$ cat src/sv/dgini_pkg.sv
`timescale 1ns / 1ps
package dgini_pkg;
  localparam int QW = 32;
  localparam int FW = 16;
  localparam int DEF_MAX_LEVELS = 128;
  localparam logic [7:0] LEVELS_RESET = 8'd10;

  typedef struct packed {
    logic [QW-1:0] bid_quantity;
    logic [QW-1:0] ask_quantity;
  } in_t;

  typedef struct packed {
    logic [FW-1:0] gini_fraction;
    logic          empty_book;
  } out_t;
endpackage

$ cat src/sv/dgini_div.sv
`timescale 1ns / 1ps
module dgini_div import dgini_pkg::*; #(
  parameter int DW = 56
) (
  input  logic          clk,
  input  logic          rst_n,
  input  logic          start,
  input  logic [DW-1:0] num,
  input  logic [DW-1:0] den,
  output logic          done,
  output logic [FW-1:0] quo
);
  localparam int KW = $clog2(FW + 1);
  logic [DW-1:0] rem_r, rem_nxt;
  logic [FW-1:0] q_r, q_nxt;
  logic [KW-1:0] k_r, k_nxt;
  logic          run_r, run_nxt, done_r, done_nxt;
  logic [DW:0]   sh;

  always_comb begin
    rem_nxt  = rem_r;
    q_nxt    = q_r;
    k_nxt    = k_r;
    run_nxt  = run_r;
    done_nxt = 1'b0;
    sh       = {rem_r, 1'b0};
    if (start) begin
      rem_nxt = num;
      q_nxt   = '0;
      k_nxt   = KW'(FW);
      run_nxt = 1'b1;
    end else if (run_r) begin
      if (sh >= {1'b0, den}) begin
        rem_nxt = DW'(sh - {1'b0, den});
        q_nxt   = {q_r[FW-2:0], 1'b1};
      end else begin
        rem_nxt = sh[DW-1:0];
        q_nxt   = {q_r[FW-2:0], 1'b0};
      end
      k_nxt = k_r - 1'b1;
      if (k_r == KW'(1)) begin
        run_nxt  = 1'b0;
        done_nxt = 1'b1;
      end
    end
  end

  always_ff @(posedge clk) begin
    if (!rst_n) begin
      run_r  <= 1'b0;
      done_r <= 1'b0;
      k_r    <= '0;
    end else begin
      run_r  <= run_nxt;
      done_r <= done_nxt;
      k_r    <= k_nxt;
    end
    rem_r <= rem_nxt;
    q_r   <= q_nxt;
  end

  assign done = done_r;
  assign quo  = q_r;
endmodule

$ cat config.mk
export PLATFORM = sky130hd
export DESIGN_NAME = dgini_div
export DESIGN_NICKNAME = d
export VERILOG_FILES = /design/src/sv/dgini_pkg.sv /design/src/sv/dgini_div.sv
export SDC_FILE = /design/constraint.sdc
export NUM_CORES = 1
export LEC_CHECK = 0
export ABC_AREA = 1
export BUFFER_PORTS_ARGS = -buffer_cell sky130_fd_sc_hd__buf_2
export CAP_MARGIN = 20
export CORE_ASPECT_RATIO = 1.75
export CORE_UTILIZATION = 42
export DETAILED_ROUTE_END_ITERATION = 8
export SYNTH_ARGS = -nofsm -noshare
export SYNTH_HDL_FRONTEND = slang
export SYNTH_SLANG_ARGS = --single-unit
$ cat constraint.sdc
create_clock -name clk -period 5.65 [get_ports clk]
set_input_delay 0.565 -clock clk [delete_from_list [all_inputs] [get_ports clk]]
set_output_delay 0.565 -clock clk [all_outputs]
set_load 0.01 [all_outputs]
After elaboration in Yosys (flattened, before gate mapping)
Cells that the tools add are included.
Storage, ports and cells
  logic and storage cells: 25
  register bits: 79
  output and inout bits: 17
Cells by class
  muxes and demuxes: 10
  bitwise gates (word level): 2
  reduce and logical (&&, ||, !) cells: 3
  order comparisons: 1
  add/subtract/negate cells: 2
  equality and inequality tests: 1
Operators with widths (number)
  2-to-1 mux 56 bit: 3
  >= comparator 57 x 56 -> 1 bit: 1
  subtractor 56 bit: 1
  2-to-1 mux 5 bit: 2
  equality test 5 x 1 -> 1 bit (second input constant): 1
  2-to-1 mux 1 bit: 5
  subtractor 5 x 1 -> 5 bit (second input constant): 1
  OR reduction 3 bit: 1
  inverter 1 bit: 2
  nonzero test 2 bit: 1
  OR reduction 2 bit: 1

Logic depth before layout (Yosys ltp)
Gate-level depths: netlist of run 1.
  depth in word-level cells: 4
  gate-level depth with buffers: 17
  mapped depth without buffers: 16

Worst setup path before layout of run 1
Ideal clock, no wire load.
  path kind: input -> register
  start point: input port start
  end point: register rem_r[0], enable pin
  setup time: 0.442 ns
  stages on the path: 4
  path slack: 2.376 ns
  required time: 5.208 ns
  arrival: 2.832 ns
  path through: clkbuf_1 > clkinv_1 > nand2_1 > clkbuf_1
On the way
  longest elaborated chain between the ends: 1
RTL lines
  start, declared: RTL line dgini_div.sv:7  | input logic start,
  nonzero test 2 bit (no source line)
  end signal, assigned: RTL line dgini_div.sv:58  | rem_r <= rem_nxt;
  end, declared: RTL line dgini_div.sv:14  | logic [DW-1:0] rem_r, rem_nxt;
Every way passes these cells.
A chain may end at the register's enable or synchronous reset.

Worst setup path in the final report of run 1
  start point: register rem_r[23]
  end point: register rem_r[46], data pin
On the way
  longest elaborated chain between the ends: 4
RTL lines
  subtractor 56 bit / >= comparator 57 x 56 -> 1 bit (equally long branches): RTL line dgini_div.sv:34, dgini_div.sv:33
  2-to-1 mux 56 bit (*): RTL line dgini_div.sv:33  | if (sh >= {1'b0, den}) begin
  2-to-1 mux 56 bit (*): RTL line dgini_div.sv:32  | end else if (run_r) begin
  2-to-1 mux 56 bit (*): RTL line dgini_div.sv:27  | if (start) begin
  net rem_nxt[46]: RTL line dgini_div.sv:14
Mark *: on every way through the listed nets, which the timed path passes. The rest lies on a longest branch. The select of a mux whose other input is x is not followed.

==> results of run 1 <==
## how the worst max path moves through the flow
stage | end | depth (start not counted) | slack, ns
after global routing | rem_r[47]$_DFFE_PP_ | 14 | 1.83
after detailed placement | rem_r[46]$_DFFE_PP_ | 15 | 1.82
final | rem_r[46]$_DFFE_PP_ | 11 | 2.07
after CTS | rem_r[46]$_DFFE_PP_ | 11 | 2.05
after floorplan | rem_r[0]$_DFFE_PP_ | 4 | 2.38
after global placement | rem_r[46]$_DFFE_PP_ | 13 | 1.83
## cell usage after synthesis, drive strengths merged
master	count	area, um^2
a21oi	45	236
nand3	92	518
a21o	1	7.51
o21a	1	7.51
nor3	12	65.1
dfxtp	23	460
nor4	4	25.0
nand2	639	2420
xnor2	27	236
nor2	175	787
edfxtp	56	1680
o211ai	1	7.51
nand3b	7	52.6
o21ai	32	198
nor4b	1	15.0
inv	341	1280
a211oi	1	7.51
buf	13	130
nand2b	1	6.26
and2	3	20.0
dlygate4sd1	3	26.3
clkbuf	11	41.3
or2	1	6.26
nand4	17	121
clkinv	2	7.51
fa	1	20.0
o21bai	4	30.0
xor2	5	43.8
o22ai	14	87.6
ha	58	726
## placed cells by master, fill, tap and decap left out, types with 2 or more instances in the layout
| cell | synthesis | final |
|---|---|---|
| clkbuf_16 | 0 | 9 |
| clkinv_1 | 2 | 2 |
| dfxtp_1 | 23 | 23 |
| nand2_2 | 5 | 6 |
| o21ai_2 | 10 | 10 |
| nand3_2 | 9 | 9 |
| xnor2_1 | 27 | 27 |
| nand3b_1 | 7 | 7 |
| inv_2 | 14 | 14 |
| nor2_1 | 153 | 153 |
| xor2_1 | 5 | 5 |
| nand2_1 | 633 | 632 |
| nor3_1 | 11 | 11 |
| nor2_4 | 15 | 15 |
| inv_6 | 0 | 3 |
| o22ai_1 | 14 | 14 |
| inv_8 | 0 | 3 |
| o21ai_1 | 2 | 2 |
| nand4_1 | 16 | 16 |
| nand3_1 | 82 | 82 |
| a21oi_1 | 44 | 44 |
| o21ai_0 | 20 | 20 |
| inv_1 | 327 | 327 |
| nor4_1 | 4 | 4 |
| ha_1 | 58 | 58 |
| and2_1 | 2 | 2 |
| nor2_2 | 7 | 7 |
| buf_2 | 1 | 131 |
| edfxtp_1 | 56 | 56 |
| buf_4 | 5 | 5 |
| o21bai_1 | 4 | 4 |
## per-stage QoR
stage,cell area (um^2),utilization,instances
4_1_cts,10400,0.483,2008
3_5_place_dp,10100,0.469,1992
2_1_floorplan,9270,-,1591
6_report,10400,0.483,2008
3_3_place_gp,10100,0.469,1992
5_1_grt,10400,0.483,2008
## worst register-to-register path: stages (launching register included)
cell and delay (ns):
edfxtp_1 0.44, ha_1 0.39, nand2_1 0.12, nor2_1 0.25, nand2_1 0.22, nor2_2 0.24
nand4_4 0.20, nand3_4 0.65, buf_4 0.45, nand3_1 0.23, nand2_1 0.11, nand2_1 0.05
## per-layer routing
| layer | up-vias | part of all wire |
|---|---|---|
| li1 | 5054 | - |
| met1 | 4138 | 0.38 |
| met2 | 171 | 0.54 |
| met3 | 65 | 0.029 |
| met4 | 0 | 0.050 |
| met5 | - | 0 |
## cells by family (layout without fill, tap and decap cells)
| group | after synthesis | after routing | synth area share |
|---|---|---|---|
| buffers and inverters | 370 | 495 | 0.160 |
| and+or+nand+nor | 952 | 952 | 0.435 |
| adders and majority gates | 59 | 59 | 0.0804 |
| DFF | 79 | 79 | 0.231 |
| AOI/OAI and AO/OA | 99 | 99 | 0.0628 |
| xor gates and xnor gates | 32 | 32 | 0.0302 |
## state kept, by name, indices dropped and copies added, names as in the netlist
signal and count:
done 1, k_r 5, quo 16, rem_r 56, run_r 1
## power groups by stage
stage	Combinational (W)	Sequential (W)	Clock [W]
detailed placement	0.00179	0.000825	0
finish	0.00179	0.000811	0.000619
global route	0.00202	0.000822	0.000654
global placement	0.00178	0.000826	0
floorplan	0.00134	0.000804	0
CTS	0.00180	0.000813	0.000637
## layout make-up
| type | count | area, um^2 |
|---|---|---|
| fill | 2462 | 11200 |
| multi-input combinational | 1142 | 5650 |
| tap | 292 | 365 |
| inverter | 343 | 1290 |
| timing repair buffer | 136 | 693 |
| sequential | 79 | 2140 |
| clock inverter | 7 | 66.3 |
| clock buffer | 9 | 225 |
==> results by group, run 1 <==
Outcome
  • Outcome: finished, final reports clean

Route
  • Via/cell ratio: 4.70
  • Drt first pass iters: 5
  • ANT nets after route: 0
  • Vias: 9,428
  • Post-route DRC: 0
  • DR iter-0 viols: 407
  • Wire per inst: 15.1 um
  • Final WL: 30,400 um

Worst setup path
  • Crit Reg-Reg Endpoint: rem_r[46]$_DFFE_PP_
  • Startpoint types: flip-flop
  • Slowest-stage cell, CP: nand3_4
  • CP Launch Point: rem_r[23]$_DFFE_PP_
  • WS Path Type: flip-flop to flip-flop
  • CP required: 5.78 ns
  • Largest fanout on the critical path: 51
  • WP buf/inv: 1
  • Crit path top cell by count: nand2_1
  • Critical Path Max Stage Delay: 0.65 ns
  • Worst reg2reg startpoint: rem_r[23]$_DFFE_PP_
  • Setup crit end kind: flip-flop
  • Worst path top cell family by delay: simple AND/OR/NAND/NOR gates
  • Worst-path cell chain: ha_1, nand2_1, nor2_1, nand2_1, nor2_2, nand4_4, nand3_4, buf_4, nand3_1, nand2_1, nand2_1
  • FF-to-FF path depth: 11
  • R2R Setup Slk: 2.07 ns
  • Critical Path AT: 3.71 ns

Global route
  • First-pass GRT wire length: 47,500 um
  • Grt ovf: 0
  • Gr usage total: 0.278
  • GR Layer Usage met1: 0.283
  • Antenna violations before repair: 0
  • Grt met3 use: 0.0326
  • Most crowded layer after global routing: met2
  • Largest net degree at the start of global routing: 87
  • Met2 Use GR: 0.539
  • Vias in the first global route: 9,519

Synthesis
  • Yosys warns: 0
  • Syn Inst Count: 1,591
  • Mapped cell area: 9270 um^2
  • Register area share after synthesis: 0.231
  • Post-Syn Nets: 1,765
  • Synth Register Bits: 79
  • Avg Cell Area, Syn: 5.83 um^2
  • Yosys cell types: 48

Clocking
  • Cts bufs inserted: 9
  • Hold buffers post-CTS: 0
  • Post-CTS Resized: 0
  • Clk buf depth: 2
  • Root Driver: clkbuf_16
  • CTS H-tree depth: 3
  • CTS sink cnt: 79
  • Post-CTS Setup Bufs: 0
  • CTS tree: built
  • Worst-path clk slew: 0.07 ns
  • Clk Latency, worst-skew pair: 0.37 ns

Cells and area
  • Area growth syn-to-layout: 12.5%
  • Ant diodes: 0
  • Share of layout cells above drive strength 1: 0.129
  • Layout net count: 1,885

Placement
  • Post-place setup slack: 1.82 ns
  • Final GP Congestion: 0.981
  • Port Buffer Count: 131
  • Post-DP HPWL: 25,300 um

Pwr
  • Switching Fraction: 0.484
  • Worst VDD drop: 183 uV
  • Comb pwr share: 0.556
  • Internal power: 0.00166 W
  • Static leakage power: 6.03 nW
  • Power per cell area: 309 nW/um^2
  • Clock power frac: 0.192
  • Total power: 0.00322 W
  • Reg power frac: 0.252
  • Net Sw Power: 0.00156 W

Die
  • Initial core utilization: 0.429
  • # rows: 71
  • Core Box Area: 21,600 um^2
  • IO Count: 132
  • Die area: 22,700 um^2
  • Die extent in y: 199 um
  • Chip Width: 114 um

Timing
  • Final hold slack: 0.435 ns
  • Worst-margin pin slew: 0.857 ns
  • Max Slew Vio Count: 0
  • Final setup TNS: 0 ns
  • Period minus WS final: 3.58 ns
  • Worst slew margin: 0.429
  • Final setup viols: 0
  • Fin worst setup slack: 2.07 ns
  • Layout Skew: 0.0109 ns
  • F_max: 279 MHz
  • RSZ-0062 raised after global routing: false
  • Period Utilization, post-route: 0.635
  • Final Hold Fails: 0

Flow run
  • Max Cap Viol: 0

Min path
  • Hold Path Class: primary input to flip-flop
  • Hold worst-path end: k_r[4]$_SDFFE_PN0P_
  • Hold Startpoint: rst_n
  • Hold path depth: 2
No activity file was read; power rests on OpenSTA's default activity.
==> run 2, diff against run 1 <==
clock period = 3 ns   (was 5.65 ns; I/O delays follow)
==> run 2 against run 1 <==
Worst hold slack got worse by 0.27 ns. Non-clock buffer count rose by 12. Clock-buffer cell count did not move. Flip-flop and latch count did not move. Critical path depth rose by 2. First-iteration DRC count rose by 32%. Clock skew rose by 0.0030 ns. Final cell count rose by 0.60%. Wire length rose by 2.6%. Utilization rose by 0.65 points. Die area did not move. Sequential power rose by 87%. Critical path type unchanged. Largest cell class unchanged. Highest routed layer unchanged.
==> results by group, run 2 (synthesis results as in run 1) <==
Worst setup path
  • R2R Setup Slk: 0.19 ns
  • Worst-path cell chain: ha_1, nand2_1, nor2_1, nand2_1, nor2_1, nand2_1, nand3_2, nand2_4, nand3_4, buf_12, nand3_1, nand2_1, nand2_1
  • Setup crit end kind: flip-flop
  • WS Path Type: flip-flop to flip-flop
  • Critical Path AT: 2.95 ns
  • Critical Path Max Stage Delay: 0.45 ns
  • Crit path top cell by count: nand2_1
  • Startpoint types: flip-flop
  • CP required: 3.14 ns
  • Slowest-stage cell, CP: edfxtp_1
  • Largest fanout on the critical path: 34

Clocking
  • CTS H-tree depth: 3
  • CTS sink cnt: 79
  • Cts bufs inserted: 9
  • Worst-path clk slew: 0.07 ns
  • Post-CTS Setup Bufs: 0
  • Clk buf depth: 2
  • Root Driver: clkbuf_16
  • CTS tree: built
  • Clk Latency, worst-skew pair: 0.39 ns

Placement
  • Post-DP HPWL: 26,200 um
  • Final GP Congestion: 0.985
  • Port Buffer Count: 131
  • Cells after DPL: 2,004

Pwr
  • Power per cell area: 583 nW/um^2
  • Comb pwr share: 0.563
  • Reg power frac: 0.247
  • Worst VDD drop: 413 uV
  • Static leakage power: 6.10 nW
  • Switching Fraction: 0.483
  • Net Sw Power: 0.00298 W
  • Internal power: 0.00318 W
  • Clock power frac: 0.189

Timing
  • Max Slew Vio Count: 0
  • Final setup TNS: 0 ns
  • Worst slew margin: 0.424
  • RSZ-0062 raised after global routing: false
  • Worst-margin pin slew: 0.863 ns
  • Period minus WS final: 2.81 ns
  • Final setup viols: 0
  • Period Utilization, post-route: 0.937
  • Layout Skew: 0.0139 ns
  • F_max: 356 MHz
  • Final Hold Fails: 0

Die
  • Core Box Area: 21,600 um^2
  • Chip Width: 114 um
  • Die extent in y: 199 um
  • Initial core utilization: 0.429
  • IO Count: 132
  • Die area: 22,700 um^2
  • # rows: 71

Route
  • ANT nets after route: 0
  • DR iter-0 viols: 538
  • Final WL: 31,200 um
  • Post-route DRC: 0
  • Vias: 9,633
  • Drt first pass iters: 5
  • Wire per inst: 15.4 um
  • Via/cell ratio: 4.77

Global route
  • Grt ovf: 0
  • Gr usage total: 0.286
  • Vias in the first global route: 9,504
  • Largest net degree at the start of global routing: 87
  • Antenna violations before repair: 0
  • First-pass GRT wire length: 48,500 um

Cells and area
  • Largest register by flop count: rem_r
  • Ant diodes: 0
  • Layout net count: 1,897
  • Area growth syn-to-layout: 14.0%
  • Most frequent cells in the layout: nand2_1 (632), inv_1 (327), nor2_1 (150)
  • Share of layout cells above drive strength 1: 0.137
  • Max reg flops: 56
  • Filler Cell Count: 2,439
  • Final std cells w/o fill: 2,020
  • Commonest non-fill, non-tap cell in the layout: nand2_1

Flow run
  • Max Cap Viol: 0

Min path
  • Hold Path Class: primary input to flip-flop

Outcome
  • Outcome: finished, final reports clean
## run 2: cell types whose count changed in the layout (fill, tap and decap cells not counted)
cell,previous run,this run
buf_4,5,14
buf_12,0,3
nor2_1,153,150
nor2_2,7,10
clkinv_8,0,1
inv_8,3,2
## run 2: critical path, delay by kind of cell, from the launching register on
| family | cells | cell delay [ns] |
|---|---|---|
| and+or+nand+nor | 11 | 1.50 |
| buffers and inverters | 1 | 0.22 |
| DFF | 1 | 0.45 |
| adders and majority gates | 1 | 0.38 |
## run 2: worst paths after layout
check                            from             endpoint  cells after the start
hold / removal                  rst_n  k_r[4]$_SDFFE_PN0P_                      2
setup reg to reg  rem_r[18]$_DFFE_PP_  rem_r[45]$_DFFE_PP_                     13
setup / recovery  rem_r[18]$_DFFE_PP_  rem_r[45]$_DFFE_PP_                     13
hold reg to reg   quo[2]$_SDFFE_PP0P_  quo[2]$_SDFFE_PP0P_                      2
## run 2: repair_timing
action | CTS | global route
setup endpoints to repair | 0 | 9
hold endpoints to repair | 0 | 0
hold buffers | 0 | 0
resized for setup | 0 | 3
## run 2: power by group through the flow
stage | Sequential, W | Clock, W | Combinational, W
floorplan | 0.00151 | 0 | 0.00253
global placement | 0.00154 | 0 | 0.00345
detailed placement | 0.00155 | 0 | 0.00346
CTS | 0.00152 | 0.00121 | 0.00348
global route | 0.00154 | 0.00122 | 0.00392
finish | 0.00152 | 0.00117 | 0.00347
## run 2: layer usage
layer  vias to the layer above  GRT usage  part of all wire
li1                       5088          -                 -
met1                      4285      0.291              0.38
met2                       200      0.560              0.55
met3                        60     0.0353             0.031
met4                         0      0.142             0.042
met5                         -          0                 0
## run 2: cell type report
type,count,area [um^2],area share
multi-input combinational,1142,5650,0.535
sequential,79,2140,0.203
inverter,343,1290,0.122
timing repair buffer,148,821,0.0777
tap,292,365,0.0346
clock buffer,9,225,0.0213
clock inverter,7,71.3,0.00675
## run 2: stage by stage
| step | area [um^2] | utilization | total power (W) | setup WS (ns) | hold slack, ns |
|---|---|---|---|---|---|
| finish | 10600 | 0.489 | 0.00616 | 0.188 | 0.164 |
| global placement | 10300 | 0.475 | 0.00499 | 0.210 | 0.476 |
| global route | 10600 | 0.489 | 0.00669 | 0.0129 | 0.180 |
| detailed placement | 10300 | 0.475 | 0.00501 | 0.181 | 0.479 |
| floorplan | 9270 | - | 0.00404 | 0.704 | 0.417 |
| CTS | 10600 | 0.489 | 0.00621 | 0.164 | 0.150 |
==> run 3, diff against run 2 <==
CORE_ASPECT_RATIO = default   (was 1.75)
==> run 3 against run 2 <==
Clock-buffer cell count did not move. Utilization grew 0.72 points. Critical path type unchanged. Non-clock buffer count grew 4. Critical path depth decreased by 1. Wire length down 2.7%. Sequential share of layout area fell by 0.074 points. Via count shrank 0.86%. Clock power is essentially flat. Setup slack worse by 0.0025 ns. Clock skew down 0.0039 ns. Power barely moved.
==> results by group, run 3 (synthesis results as in run 1) <==
Worst setup path
  • CP required: 3.12 ns
  • Critical Path AT: 2.93 ns
  • FF-to-FF path depth: 12
  • R2R Setup Slk: 0.19 ns
  • Setup crit end kind: flip-flop
  • Worst reg2reg startpoint: rem_r[27]$_DFFE_PP_
  • Crit Reg-Reg Endpoint: rem_r[16]$_DFFE_PP_
  • Startpoint types: flip-flop
  • Largest fanout on the critical path: 19
  • WS Path Type: flip-flop to flip-flop

Route
  • Vias: 9,550
  • DR iter-0 viols: 648
  • Via/cell ratio: 4.76
  • ANT nets after route: 0
  • Post-route DRC: 0
  • Final WL: 30,400 um
  • Wire per inst: 15.1 um
  • Drt first pass iters: 5

Min path
  • Hold Path Class: primary input to flip-flop
  • Hold path depth: 2
  • Hold worst-path end: k_r[4]$_SDFFE_PN0P_
  • Hold Startpoint: rst_n

Clocking
  • Worst-path clk slew: 0.07 ns
  • CTS tree: built
  • CTS H-tree depth: 3
  • Root Driver: clkbuf_16
  • Clk buf depth: 2
  • CTS sink cnt: 79
  • Hold buffers post-CTS: 0
  • Clk Latency, worst-skew pair: 0.37 ns
  • Cts bufs inserted: 9

Timing
  • Max Slew Vio Count: 0
  • Period Utilization, post-route: 0.938
  • Worst slew margin: 0.410
  • Final hold slack: 0.169 ns
  • RSZ-0062 raised after global routing: false
  • Final Hold Fails: 0
  • Final setup TNS: 0 ns
  • F_max: 355 MHz
  • Final setup viols: 0
  • Worst-margin pin slew: 0.885 ns
  • Period minus WS final: 2.81 ns
  • Layout Skew: 0.00995 ns

Cells and area
  • Share of layout cells above drive strength 1: 0.139
  • Layout net count: 1,901
  • Ant diodes: 0
  • Reg area: 2140 um^2
  • Most frequent cells in the layout: nand2_1 (632), inv_1 (327), nor2_1 (150)
  • Area growth syn-to-layout: 14.4%
  • Largest register by flop count: rem_r
  • Max reg flops: 56
  • Filler Cell Count: 2,393
  • Footprint of the multi-input gates: 5660 um^2
  • Commonest non-fill, non-tap cell in the layout: nand2_1

Pwr
  • Internal power: 0.00321 W
  • Power per cell area: 581 nW/um^2
  • Clock power frac: 0.188
  • Worst VDD drop: 331 uV
  • Static leakage power: 6.14 nW
  • Switching Fraction: 0.479
  • Reg power frac: 0.248
  • Net Sw Power: 0.00295 W
  • Comb pwr share: 0.565

Placement
  • Port Buffer Count: 131
  • Final GP Congestion: 0.975
  • Post-DP HPWL: 25,000 um

Global route
  • First-pass GRT wire length: 47,500 um
  • Grt ovf: 0
  • Antenna violations before repair: 0
  • Vias in the first global route: 9,162
  • Gr usage total: 0.278
  • Largest net degree at the start of global routing: 87

Die
  • Die area: 22,700 um^2
  • Core Box Area: 21,400 um^2
  • IO Count: 132
  • Chip Width: 151 um
  • Die extent in y: 151 um
  • # rows: 53
  • Initial core utilization: 0.434

Flow run
  • Max Cap Viol: 0

Outcome
  • Outcome: finished, final reports clean
[run 3: cell count changes in the layout (fill, tap and decap cells not counted), sizes merged]
cell and change:
buf +3, clkbuf +1, clkinvlp +1, clkinv -1
[run 3: per-layer routing]
metal / part of all wire / track usage
met1: 0.49 / 0.383
met2: 0.43 / 0.438
met3: 0.051 / 0.0327
met4: 0.030 / 0.108
met5: 0 / 0
[run 3: worst max path at each step]
stage          cells after the start             endpoint  slack [ns]                start
6_report                          12  rem_r[16]$_DFFE_PP_        0.19  rem_r[27]$_DFFE_PP_
3_3_place_gp                       9  rem_r[28]$_DFFE_PP_        0.12   rem_r[1]$_DFFE_PP_
4_1_cts                           12  rem_r[28]$_DFFE_PP_        0.11  rem_r[31]$_DFFE_PP_
5_1_grt                           13  rem_r[44]$_DFFE_PP_       0.005  rem_r[17]$_DFFE_PP_
3_5_place_dp                       9  rem_r[28]$_DFFE_PP_        0.14   rem_r[1]$_DFFE_PP_
2_1_floorplan                     12  rem_r[52]$_DFFE_PP_        0.70  rem_r[23]$_DFFE_PP_
[run 3: metrics by stage]
step | total power [W] | cells | setup slack [ns] | util | cell area [um^2]
final | 0.00616 | 2007 | 0.186 | 0.497 | 10600
after detailed placement | 0.00495 | 1989 | 0.138 | 0.480 | 10300
after floorplan | 0.00404 | 1591 | 0.704 | - | 9270
after global placement | 0.00494 | 1989 | 0.118 | 0.480 | 10300
after global routing | 0.00670 | 2007 | 0.00470 | 0.497 | 10600
after CTS | 0.00614 | 2005 | 0.114 | 0.494 | 10500
[run 3: power by group through the flow]
stage / clock (W) / sequential (W) / combinational (W)
global placement: 0 / 0.00155 / 0.00340
detailed placement: 0 / 0.00155 / 0.00340
finish: 0.00116 / 0.00153 / 0.00348
CTS: 0.00119 / 0.00153 / 0.00342
global route: 0.00122 / 0.00155 / 0.00392
floorplan: 0 / 0.00151 / 0.00253
[run 3: repair_timing]
action                     in CTS  in global routing
gates resized for setup         0                  5
setup buffers                   0                  1
setup endpoints to repair       0                 36
hold endpoints to repair        0                  0
[run 3: worst max-delay path, cell delays in order, from the launching register on]
cell and delay (ns):
edfxtp_1 0.41, ha_1 0.39, nand2_1 0.15, nor2_1 0.21
nand2_1 0.17, nor2_2 0.20, and2_2 0.19, nand2_4 0.09
nand3_4 0.25, clkbuf_16 0.29, nand2_1 0.07, nand2_1 0.07
o21ai_2 0.05
[run 3: layout make-up]
cell class	instances	area share
clock buffers	9	0.0212
clock inverters	7	0.00637
inverters	343	0.121
multi-input cells	1142	0.534
flip-flops and latches	79	0.202
well taps	275	0.0324
repair buffers	152	0.0826
